## src/rtl/hrp_pkg.sv

```systemverilog
// Package for the HTTP request header parser: codes, limits and text tables
`default_nettype none
package hrp_pkg;

  localparam int LENGTH_BITS_DEF = 16;

  localparam logic [15:0] MAX_PATH_DEF  = 16'd256;
  localparam logic [7:0]  MAX_NAME_DEF  = 8'd64;
  localparam logic [15:0] MAX_VALUE_DEF = 16'd256;
  localparam logic [7:0]  MAX_HDRS_DEF  = 8'd32;
  localparam logic [23:0] MAX_BODY_DEF  = 24'd1048576;

  localparam logic [2:0] CFG_MAX_PATH  = 3'd0;
  localparam logic [2:0] CFG_MAX_NAME  = 3'd1;
  localparam logic [2:0] CFG_MAX_VALUE = 3'd2;
  localparam logic [2:0] CFG_MAX_HDRS  = 3'd3;
  localparam logic [2:0] CFG_MAX_BODY  = 3'd4;

  localparam logic [1:0] ST_COMPLETE   = 2'd0;
  localparam logic [1:0] ST_REJECTED   = 2'd1;
  localparam logic [1:0] ST_INCOMPLETE = 2'd2;

  localparam logic [2:0] METH_UNKNOWN = 3'd6;

  localparam logic [24:0] ACC_OVER = 25'h1000000;
  localparam logic [24:0] ACC_BAD  = 25'h1FFFFFF;

  localparam logic [7:0] CH_SP    = 8'h20;
  localparam logic [7:0] CH_QM    = 8'h3F;
  localparam logic [7:0] CH_DOT   = 8'h2E;
  localparam logic [7:0] CH_COLON = 8'h3A;
  localparam logic [7:0] CH_CR    = 8'h0D;
  localparam logic [7:0] CH_LF    = 8'h0A;

  typedef enum logic [9:0] {
    PH_METHOD   = 10'b00_0000_0001,
    PH_PATH     = 10'b00_0000_0010,
    PH_QUERY    = 10'b00_0000_0100,
    PH_VERSION  = 10'b00_0000_1000,
    PH_NAME     = 10'b00_0001_0000,
    PH_VALUE    = 10'b00_0010_0000,
    PH_SKIPLINE = 10'b00_0100_0000,
    PH_SKIPREST = 10'b00_1000_0000,
    PH_BODY     = 10'b01_0000_0000,
    PH_DONE     = 10'b10_0000_0000
  } phase_t;

  localparam logic [2:0] METH_LEN [6] = '{3'd3, 3'd4, 3'd3, 3'd6, 3'd4, 3'd7};
  localparam logic [55:0] METH_TEXT [6] = '{
    {"GET", 32'h0}, {"POST", 24'h0}, {"PUT", 32'h0},
    {"DELETE", 8'h0}, {"HEAD", 24'h0}, "OPTIONS"
  };
  localparam logic [4:0] HDR_LEN [3] = '{5'd17, 5'd14, 5'd10};
  localparam logic [135:0] HDR_TEXT [3] = '{
    "transfer-encoding", {"content-length", 24'h0}, {"connection", 56'h0}
  };
  localparam logic [39:0] CLOSE_TEXT = "close";

  function automatic logic [7:0] to_lower(input logic [7:0] c);
    return (c >= 8'h41 && c <= 8'h5A) ? c + 8'd32 : c;
  endfunction

  function automatic logic [7:0] meth_char(input int i, input logic [2:0] p);
    logic [55:0] s;
    s = METH_TEXT[i];
    return (p > 3'd6) ? 8'h00 : s[8*(6-int'(p)) +: 8];
  endfunction

  function automatic logic [7:0] hdr_char(input int i, input logic [4:0] p);
    logic [135:0] s;
    s = HDR_TEXT[i];
    return (p > 5'd16) ? 8'h00 : s[8*(16-int'(p)) +: 8];
  endfunction

  function automatic logic [7:0] close_char(input logic [2:0] p);
    return (p > 3'd4) ? 8'h00 : CLOSE_TEXT[8*(4-int'(p)) +: 8];
  endfunction

endpackage
`default_nettype wire

```

## src/rtl/http_request_header_parser.sv

```systemverilog
// HTTP/1.1 request header parser: top level
// Takes one request byte per cycle and keeps a running parse of the request
// line and headers; one status transaction comes out when the request ends,
// is rejected, or a byte marked as buffer end leaves it unfinished. Each byte
// passes through one stage of logic from the parse state into the result
// register, so one byte is accepted every cycle; in_ready drops only while a
// result waits in the result register and out_ready is low. A result appears
// on out_valid the cycle after the byte that caused it.
`default_nettype none
module http_request_header_parser #(
  parameter int LENGTH_BITS = hrp_pkg::LENGTH_BITS_DEF
) (
  input  wire logic        clk,
  input  wire logic        rst,
  input  wire logic        cfg_we,
  input  wire logic [2:0]  cfg_index,
  input  wire logic [23:0] cfg_data,
  input  wire logic        in_valid,
  output logic             in_ready,
  input  wire logic [7:0]  data_byte,
  input  wire logic        restart,
  input  wire logic        buffer_end,
  output logic             out_valid,
  input  wire logic        out_ready,
  output logic [1:0]       status,
  output logic [2:0]       method,
  output logic [15:0]      path_length,
  output logic [15:0]      query_length,
  output logic [7:0]       headers_seen,
  output logic [23:0]      body_length,
  output logic             keep_connection,
  output logic [15:0]      header_bytes,
  output logic [24:0]      total_bytes
);
  import hrp_pkg::*;

  localparam int LB = LENGTH_BITS;

  typedef struct packed {
    logic [2:0]    cm;
    logic [24:0]   acc;
    logic [LB-1:0] vc;
  } vstate_t;

  logic [15:0] max_path_len, max_value_len;
  logic [7:0]  max_name_len, max_headers;
  logic [23:0] max_body_len;

  phase_t        phase, phase_next;
  logic [23:0]   recent_bytes, recent_bytes_next;
  logic [5:0]    method_match, method_match_next;
  logic [2:0]    method_length, method_length_next;
  logic [LB-1:0] path_count, path_count_next, query_count, query_count_next;
  logic          previous_was_dot, previous_was_dot_next;
  logic [7:0]    header_counter, header_counter_next, name_count, name_count_next;
  logic [2:0]    name_match, name_match_next;
  logic          value_started, value_started_next;
  vstate_t       vst, vst_next;
  logic          length_seen, length_seen_next;
  logic [23:0]   length_value, length_value_next;
  logic          keep_flag, keep_flag_next;
  logic [LB-1:0] byte_counter, byte_counter_next;
  logic [23:0]   body_remaining, body_remaining_next;
  logic          error_flag, error_flag_next;

  logic       fire;
  logic [1:0] fire_code;
  logic [2:0] meth_code;
  logic       accept;

  function automatic logic [LB-1:0] sat_inc(input logic [LB-1:0] v);
    return (&v) ? v : v + 1'b1;
  endfunction

  function automatic vstate_t value_step(input vstate_t s, input logic [7:0] c);
    vstate_t r;
    logic [28:0] t;
    r = s;
    t = 29'(s.acc) * 29'd10 + 29'(c - 8'h30);
    if (32'(s.vc) < 32'd5) begin
      if (s.cm == s.vc[2:0] && to_lower(c) == close_char(s.vc[2:0])) r.cm = s.cm + 3'd1;
      else r.cm = 3'd7;
    end
    if (c >= 8'h30 && c <= 8'h39) begin
      if (s.acc <= 25'hFFFFFF) r.acc = (t > 29'hFFFFFF) ? ACC_OVER : t[24:0];
    end else begin
      r.acc = ACC_BAD;
    end
    r.vc = sat_inc(s.vc);
    return r;
  endfunction

  assign in_ready = !out_valid || out_ready;
  assign accept   = in_valid && in_ready;

  always_ff @(posedge clk) begin
    if (rst) begin
      max_path_len  <= MAX_PATH_DEF;
      max_name_len  <= MAX_NAME_DEF;
      max_value_len <= MAX_VALUE_DEF;
      max_headers   <= MAX_HDRS_DEF;
      max_body_len  <= MAX_BODY_DEF;
    end else if (cfg_we) begin
      case (cfg_index)
        CFG_MAX_PATH:  max_path_len  <= cfg_data[15:0];
        CFG_MAX_NAME:  max_name_len  <= cfg_data[7:0];
        CFG_MAX_VALUE: max_value_len <= cfg_data[15:0];
        CFG_MAX_HDRS:  max_headers   <= cfg_data[7:0];
        CFG_MAX_BODY:  max_body_len  <= cfg_data;
        default: ;
      endcase
    end
  end

  always_comb begin
    logic [7:0] b, prev;
    b    = data_byte;
    prev = recent_bytes[7:0];
    phase_next            = phase;
    recent_bytes_next     = recent_bytes;
    method_match_next     = method_match;
    method_length_next    = method_length;
    path_count_next       = path_count;
    query_count_next      = query_count;
    previous_was_dot_next = previous_was_dot;
    header_counter_next   = header_counter;
    name_count_next       = name_count;
    name_match_next       = name_match;
    value_started_next    = value_started;
    vst_next              = vst;
    length_seen_next      = length_seen;
    length_value_next     = length_value;
    keep_flag_next        = keep_flag;
    byte_counter_next     = byte_counter;
    body_remaining_next   = body_remaining;
    error_flag_next       = error_flag;
    if (restart) begin
      phase_next            = PH_METHOD;
      recent_bytes_next     = '0;
      method_match_next     = '1;
      method_length_next    = '0;
      path_count_next       = '0;
      query_count_next      = '0;
      previous_was_dot_next = 1'b0;
      header_counter_next   = '0;
      name_count_next       = '0;
      name_match_next       = '1;
      value_started_next    = 1'b0;
      vst_next              = '0;
      length_seen_next      = 1'b0;
      length_value_next     = '0;
      keep_flag_next        = 1'b1;
      byte_counter_next     = '0;
      body_remaining_next   = '0;
      error_flag_next       = 1'b0;
      prev                  = 8'h00;
    end
    fire      = 1'b0;
    fire_code = ST_COMPLETE;

    if (phase_next == PH_BODY) begin
      body_remaining_next = body_remaining_next - 24'd1;
      if (body_remaining_next == '0) begin
        phase_next = PH_DONE;
        fire       = 1'b1;
      end
    end else if (phase_next != PH_DONE) begin
      byte_counter_next = sat_inc(byte_counter_next);
      if (recent_bytes_next == 24'h0D0A0D && b == CH_LF) begin
        if (phase_next == PH_METHOD || phase_next == PH_PATH || phase_next == PH_QUERY)
          error_flag_next = 1'b1;
        if (error_flag_next) begin
          phase_next = PH_DONE;
          fire       = 1'b1;
          fire_code  = ST_REJECTED;
        end else if (length_value_next != '0) begin
          phase_next          = PH_BODY;
          body_remaining_next = length_value_next;
        end else begin
          phase_next = PH_DONE;
          fire       = 1'b1;
        end
      end else begin
        unique case (phase_next)
          PH_METHOD: begin
            if (b == CH_SP) begin
              phase_next = PH_PATH;
            end else begin
              for (int i = 0; i < 6; i++)
                if (method_length_next >= METH_LEN[i] ||
                    meth_char(i, method_length_next) != b)
                  method_match_next[i] = 1'b0;
              if (method_length_next < 3'd7) method_length_next = method_length_next + 3'd1;
            end
          end
          PH_PATH: begin
            if (b == CH_SP || b == CH_QM) begin
              if (32'(path_count_next) >= 32'(max_path_len)) error_flag_next = 1'b1;
              phase_next = (b == CH_SP) ? PH_VERSION : PH_QUERY;
            end else begin
              if (b == CH_DOT && previous_was_dot_next) error_flag_next = 1'b1;
              previous_was_dot_next = (b == CH_DOT);
              path_count_next = sat_inc(path_count_next);
            end
          end
          PH_QUERY: begin
            if (b == CH_SP) begin
              if (32'(query_count_next) >= 32'(max_path_len)) error_flag_next = 1'b1;
              phase_next = PH_VERSION;
            end else begin
              query_count_next = sat_inc(query_count_next);
            end
          end
          PH_VERSION: begin
            if (b == CH_LF) begin
              phase_next = PH_NAME; name_count_next = '0; name_match_next = '1;
            end
          end
          PH_NAME: begin
            if (b == CH_COLON) begin
              if (header_counter_next >= max_headers) begin
                phase_next = PH_SKIPLINE;
              end else begin
                if (name_count_next >= max_name_len) error_flag_next = 1'b1;
                if (name_count_next == 8'd17 && name_match_next[0]) error_flag_next = 1'b1;
                vst_next           = '0;
                value_started_next = 1'b0;
                phase_next         = PH_VALUE;
              end
            end else if (b == CH_LF) begin
              if (name_count_next == 8'd1 && prev == CH_CR) begin
                phase_next = PH_SKIPREST;
              end else begin
                phase_next = PH_NAME; name_count_next = '0; name_match_next = '1;
              end
            end else begin
              for (int i = 0; i < 3; i++)
                if (name_count_next >= 8'(HDR_LEN[i]) ||
                    hdr_char(i, name_count_next[4:0]) != to_lower(b))
                  name_match_next[i] = 1'b0;
              if (name_count_next != 8'hFF) name_count_next = name_count_next + 8'd1;
            end
          end
          PH_VALUE: begin
            if (b == CH_LF) begin
              if (32'(vst_next.vc) >= 32'(max_value_len)) error_flag_next = 1'b1;
              if (name_count_next == 8'd14 && name_match_next[1]) begin
                if (vst_next.vc == '0 || vst_next.acc > {1'b0, max_body_len})
                  error_flag_next = 1'b1;
                else if (length_seen_next && vst_next.acc != {1'b0, length_value_next})
                  error_flag_next = 1'b1;
                else begin
                  length_seen_next  = 1'b1;
                  length_value_next = vst_next.acc[23:0];
                end
              end
              if (name_count_next == 8'd10 && name_match_next[2] && vst_next.cm == 3'd5)
                keep_flag_next = 1'b0;
              if (header_counter_next != 8'hFF) header_counter_next = header_counter_next + 8'd1;
              phase_next = PH_NAME; name_count_next = '0; name_match_next = '1;
            end else if (!value_started_next) begin
              if (b != CH_SP) begin
                value_started_next = 1'b1;
                if (b != CH_CR) vst_next = value_step(vst_next, b);
              end
            end else begin
              if (prev == CH_CR) vst_next = value_step(vst_next, CH_CR);
              if (b != CH_CR) vst_next = value_step(vst_next, b);
            end
          end
          PH_SKIPLINE: begin
            if (b == CH_LF) begin
              phase_next = PH_NAME; name_count_next = '0; name_match_next = '1;
            end
          end
          default: ;
        endcase
        recent_bytes_next = {recent_bytes_next[15:0], b};
      end
    end

    if (!fire && buffer_end && phase_next != PH_DONE) begin
      fire      = 1'b1;
      fire_code = ST_INCOMPLETE;
    end

    meth_code = METH_UNKNOWN;
    for (int i = 5; i >= 0; i--)
      if (method_match_next[i] && method_length_next == METH_LEN[i]) meth_code = 3'(i);
  end

  always_ff @(posedge clk) begin
    if (rst) begin
      phase            <= PH_METHOD;
      recent_bytes     <= '0;
      method_match     <= '1;
      method_length    <= '0;
      path_count       <= '0;
      query_count      <= '0;
      previous_was_dot <= 1'b0;
      header_counter   <= '0;
      name_count       <= '0;
      name_match       <= '1;
      value_started    <= 1'b0;
      vst              <= '0;
      length_seen      <= 1'b0;
      length_value     <= '0;
      keep_flag        <= 1'b1;
      byte_counter     <= '0;
      body_remaining   <= '0;
      error_flag       <= 1'b0;
      out_valid        <= 1'b0;
    end else begin
      if (accept) begin
        phase            <= phase_next;
        recent_bytes     <= recent_bytes_next;
        method_match     <= method_match_next;
        method_length    <= method_length_next;
        path_count       <= path_count_next;
        query_count      <= query_count_next;
        previous_was_dot <= previous_was_dot_next;
        header_counter   <= header_counter_next;
        name_count       <= name_count_next;
        name_match       <= name_match_next;
        value_started    <= value_started_next;
        vst              <= vst_next;
        length_seen      <= length_seen_next;
        length_value     <= length_value_next;
        keep_flag        <= keep_flag_next;
        byte_counter     <= byte_counter_next;
        body_remaining   <= body_remaining_next;
        error_flag       <= error_flag_next;
      end
      if (accept && fire) out_valid <= 1'b1;
      else if (out_ready) out_valid <= 1'b0;
    end
  end

  always_ff @(posedge clk) begin
    if (accept && fire) begin
      status <= fire_code;
      if (fire_code == ST_COMPLETE) begin
        method          <= meth_code;
        path_length     <= 16'(path_count_next);
        query_length    <= 16'(query_count_next);
        headers_seen    <= header_counter_next;
        body_length     <= length_value_next;
        keep_connection <= keep_flag_next;
        header_bytes    <= 16'(byte_counter_next);
        total_bytes     <= 25'(16'(byte_counter_next)) + 25'(length_value_next);
      end else begin
        method          <= '0;
        path_length     <= '0;
        query_length    <= '0;
        headers_seen    <= '0;
        body_length     <= '0;
        keep_connection <= 1'b0;
        header_bytes    <= '0;
        total_bytes     <= '0;
      end
    end
  end

endmodule
`default_nettype wire

```

## config.mk

```make
export PLATFORM = sky130hd
export DESIGN_NAME = http_request_header_parser
export DESIGN_NICKNAME = d
export VERILOG_FILES = /design/src/rtl/hrp_pkg.sv /design/src/rtl/http_request_header_parser.sv
export SDC_FILE = /design/constraint.sdc
export NUM_CORES = 2
export LEC_CHECK = 0
export ABC_AREA = 1
export ABC_CLOCK_PERIOD_IN_PS = 9900
export BUFFER_PORTS_ARGS = -buffer_cell sky130_fd_sc_hd__buf_2
export CAP_MARGIN = 20
export CORE_ASPECT_RATIO = 0.8
export CORE_MARGIN = 2
export CORE_UTILIZATION = 50
export DETAILED_ROUTE_END_ITERATION = 10
export PLACE_DENSITY_LB_ADDON = 0.08
export RECOVER_POWER = 25
export SYNTH_ARGS = -nofsm -noshare
export SYNTH_HDL_FRONTEND = slang
export SYNTH_SLANG_ARGS = --single-unit
```

## constraint.sdc

```tcl
create_clock -name clk -period 9.9 [get_ports clk]
set_input_delay 0.99 -clock clk [delete_from_list [all_inputs] [get_ports clk]]
set_output_delay 0.99 -clock clk [all_outputs]
set_load 0.01 [all_outputs]
```

==> impl_metrics.py <==
metrics = {
    "clock_network": {
        "root_buffer": "clkbuf_16",
        "holdBufCountCts": 0,
        "cts_tree": "built",
        "clk_latency_ns": 0.60,
        "cts_setup_buffers": 0,
        "cts_resized": 0,
        "path_clk_slew_ns": 0.06,
        "numCtsBuffers": 42,
        "cts_htree_levels": 2,
        "cts_sinks": 391,
        "cts_buffer_depth": 3,
    },
    "routing": {
        "drcViolationCount": 0,
        "via_count": 38600,
        "ant_nets": 0,
        "detail_route.vias_per_cell": 5.72,
        "wire_per_inst_um": 18.7,
        "firstDrtPassIters": 7,
        "wirelength_um": 126000,
        "drt_iter0_drc": 4133,
    },
    "sta": {
        "final-hold-violation-count": 0,
        "rsz0062_at_grt": "false",
        "fmax_mhz": 125,
        "layout_min_cycle_time_ns": 7.98,
        "setup_ws_ns": 1.92,
        "setup_viol": 0,
        "hold_ws_ns": 0.462,
        "relSlewSlack": -1.24,
        "tightest_slew_ns": 3.36,
        "period_share": 0.806,
        "drv_slew": 207,
        "skew_ns": 0.0251,
        "setup_tns_ns": 0,
    },
    "logic_synthesis": {
        "yosys_warnings": 0,
        "synth_top_area_share": 0.156,
        "netlist_area_um2": 36000,
        "async_flop_share": 0,
        "yosysSeqAreaShare": 0.249,
        "ys_types": 65,
        "synth_edf_count": 111,
        "ys_seq_elements": 391,
        "syn_inst": 5742,
        "ys.flop_type": "dfxtp_1",
        "synth_top_cell_by_area": "dfxtp_1",
        "postSynthAreaPerCell_um2": 6.26,
        "syn_nets": 6064,
        "netlist_top_cells_area": "dfxtp_1, nand2_1, ha_1",
    },
    "setup_path": {
        "start_kind": "input port",
        "critPathTopFamily": "buffers and inverters",
        "path_buf_inv": 4,
        "max_stage_delay_ns": 3.00,
        "timing.rr.start": "vst[22]",
        "crit_chain": "clkbuf_1 -> clkinvlp_2 -> clkbuf_2 -> o311ai_0 -> inv_1",
        "crit_start": "rst",
        "slowest_stage": "clkinvlp_2",
        "critical_path_class": "input port to flip-flop",
        "arrival_ns": 8.44,
        "worstRegToRegCells": 34,
        "cp_num_cells": 5,
        "required_ns": 10.37,
        "cp-end-kind": "flip-flop",
        "cp_max_fo": 89,
    },
    "cells_and_area": {
        "nets": 6096,
        "finalCoreUtilization": 0.545,
        "fin_cells": 6742,
        "seqCellArea_um2": 8940,
        "multiInputGateArea_um2": 23100,
        "fillCellCount": 7319,
        "antenna_cells": 0,
        "syn2layout_area_growth_pct": 7.39,
        "drive_gt1_frac": 0.0455,
    },
    "die": {
        "rows": 87,
        "initial_core_util": 0.508,
        "fp.dieW_um": 304,
        "ioPinCount": 155,
        "dieArea_um2": 74100,
        "coreArea_um2": 70900,
        "die_h_um": 244,
    },
    "placed_design": {
        "gp_congestion": 0.980,
        "hpwl_um": 95000,
        "placed_cells": 6664,
        "place_ws_ns": 1.79,
        "port_buffers": 154,
    },
    "grt": {
        "grt_antenna_before_repair": 3,
        "grt_overflow": 0,
        "grt_max_degree": 90,
        "grt_pass1_vias": 34200,
        "track_usage": 0.327,
        "grt_pass1_wl_um": 195000,
    },
    "power": {
        "static-leakage-power_nw": 18.4,
        "peakVddDrop_v": 0.000111,
        "p_per_area_nw_per_um2": 109,
    },
    "min_path": {
        "hold_path_class": "flip-flop to flip-flop",
        "min_path_cells": 2,
        "hold_start": "max_name_len[2]",
    },
    "flow_run": {
        "max_cap_viol_count": 3,
    },
    "outcome": {
        "violations": "capacitance limit, slew limit",
        "status": "finished, violations left",
    },
}
==> per-stage QoR <==
step           power, mW  instance area (um2)
5_1_grt             4.39                38600
2_1_floorplan       2.34                36000
3_3_place_gp        2.57                37400
3_5_place_dp        2.57                37400
6_report            4.22                38600
4_1_cts             4.22                38800
==> per-layer routing <==
| layer | GRT usage | share of wire |
|---|---|---|
| met5 | 0 | 0.00019 |
| met4 | 0.102 | 0.031 |
| met3 | 0.0418 | 0.088 |
| met2 | 0.504 | 0.43 |
| met1 | 0.472 | 0.46 |
==> logic make-up (layout without fill, tap and decap cells) <==
group | after synthesis | count (layout) | synth area share
adder cells (fa/ha/maj) | 280 | 280 | 0.0985
XOR/XNOR | 212 | 212 | 0.0518
flip-flops | 391 | 391 | 0.249
buffers and inverters | 1019 | 1085 | 0.111
AO/OA/AOI/OAI | 1235 | 1235 | 0.185
AND/OR/NAND/NOR | 2603 | 2603 | 0.304
multiplexers | 2 | 2 | 0.000591
==> where the power goes <==
part	switching, mW	internal (mW)
clock	0.724	0.940
combinational	0.571	0.230
sequential	0.0347	1.72
total	1.33	2.89
==> path summary, 6_finish.rpt <==
| check | end | slack (ns) |
|---|---|---|
| max | name_count[7] | 1.92 |
| min | max_name_len[2] | 0.46 |
| max reg2reg | vst[18] | 2.87 |
| min reg2reg | max_name_len[2] | 0.46 |
==> placed cells by master, fill, tap and decap left out, drive strengths merged, types with 3 or more instances in the layout <==
cell and n:
o31ai 3, nand2 1393, o21a 15, o311ai 4, bufinv 3, nor4 40
a21boi 3, o221ai 17, o21bai 14, clkinv 22, a21o 7, clkbuf 169
nor2 649, xor2 161, fa 5, o211ai 58, clkinvlp 4, xnor2 51
a31oi 17, a21oi 560, and3 3, o2111ai 9, buf 88, o21ai 501
a22oi 8, nand3b 5, nor3b 5, o22ai 3, nand4 105, nor3 88
dfxtp 280, inv 799, ha 275, a211oi 6, nand3 306, or2 7
edfxtp 111
==> cells in the mapped netlist, types with 17 or more instances <==
master,number
ha_1,275
nand4_1,105
nor4_1,38
a31oi_1,17
nand2_1,1376
o221ai_1,17
inv_1,774
xnor2_1,51
inv_2,23
nor3_1,81
nand3_1,304
edfxtp_1,111
buf_6,17
xor2_1,160
o21ai_1,17
o211ai_1,58
dfxtp_1,280
buf_2,24
clkbuf_1,150
a21oi_1,559
buf_1,20
nor2_2,29
o21ai_0,481
nor2_1,615
==> cell type report <==
class,instances,share of cell area
clock buffers,53,0.0310
clock inverters,25,0.00557
inverters,803,0.0783
multi-input cells,4332,0.598
flip-flops and latches,391,0.231
well taps,934,0.0303
repair buffers,204,0.0259
==> tightest hold or removal path: cells and delay by family (launching register included) <==
| kind | cells | cell delay [ns] |
|---|---|---|
| flip-flops | 1 | 0.29 |
| AO/OA/AOI/OAI | 1 | 0.06 |
| buffers and inverters | 1 | 0.06 |
==> sequential cells by signal, summed over array words and instances (netlist names), 6 cells and up <==
| register | cells |
|---|---|
| vst | 44 |
| total_bytes | 25 |
| body_length | 24 |
| body_remaining | 24 |
| length_value | 24 |
| max_body_len | 24 |
| recent_bytes | 24 |
| byte_counter | 16 |
| header_bytes | 16 |
| max_path_len | 16 |
| max_value_len | 16 |
| path_count | 16 |
| path_length | 16 |
| query_count | 16 |
| query_length | 16 |
| phase | 10 |
| header_counter | 8 |
| headers_seen | 8 |
| max_headers | 8 |
| max_name_len | 8 |
| name_count | 8 |
| method_match | 6 |
No activity file was read; power rests on OpenSTA's default activity.
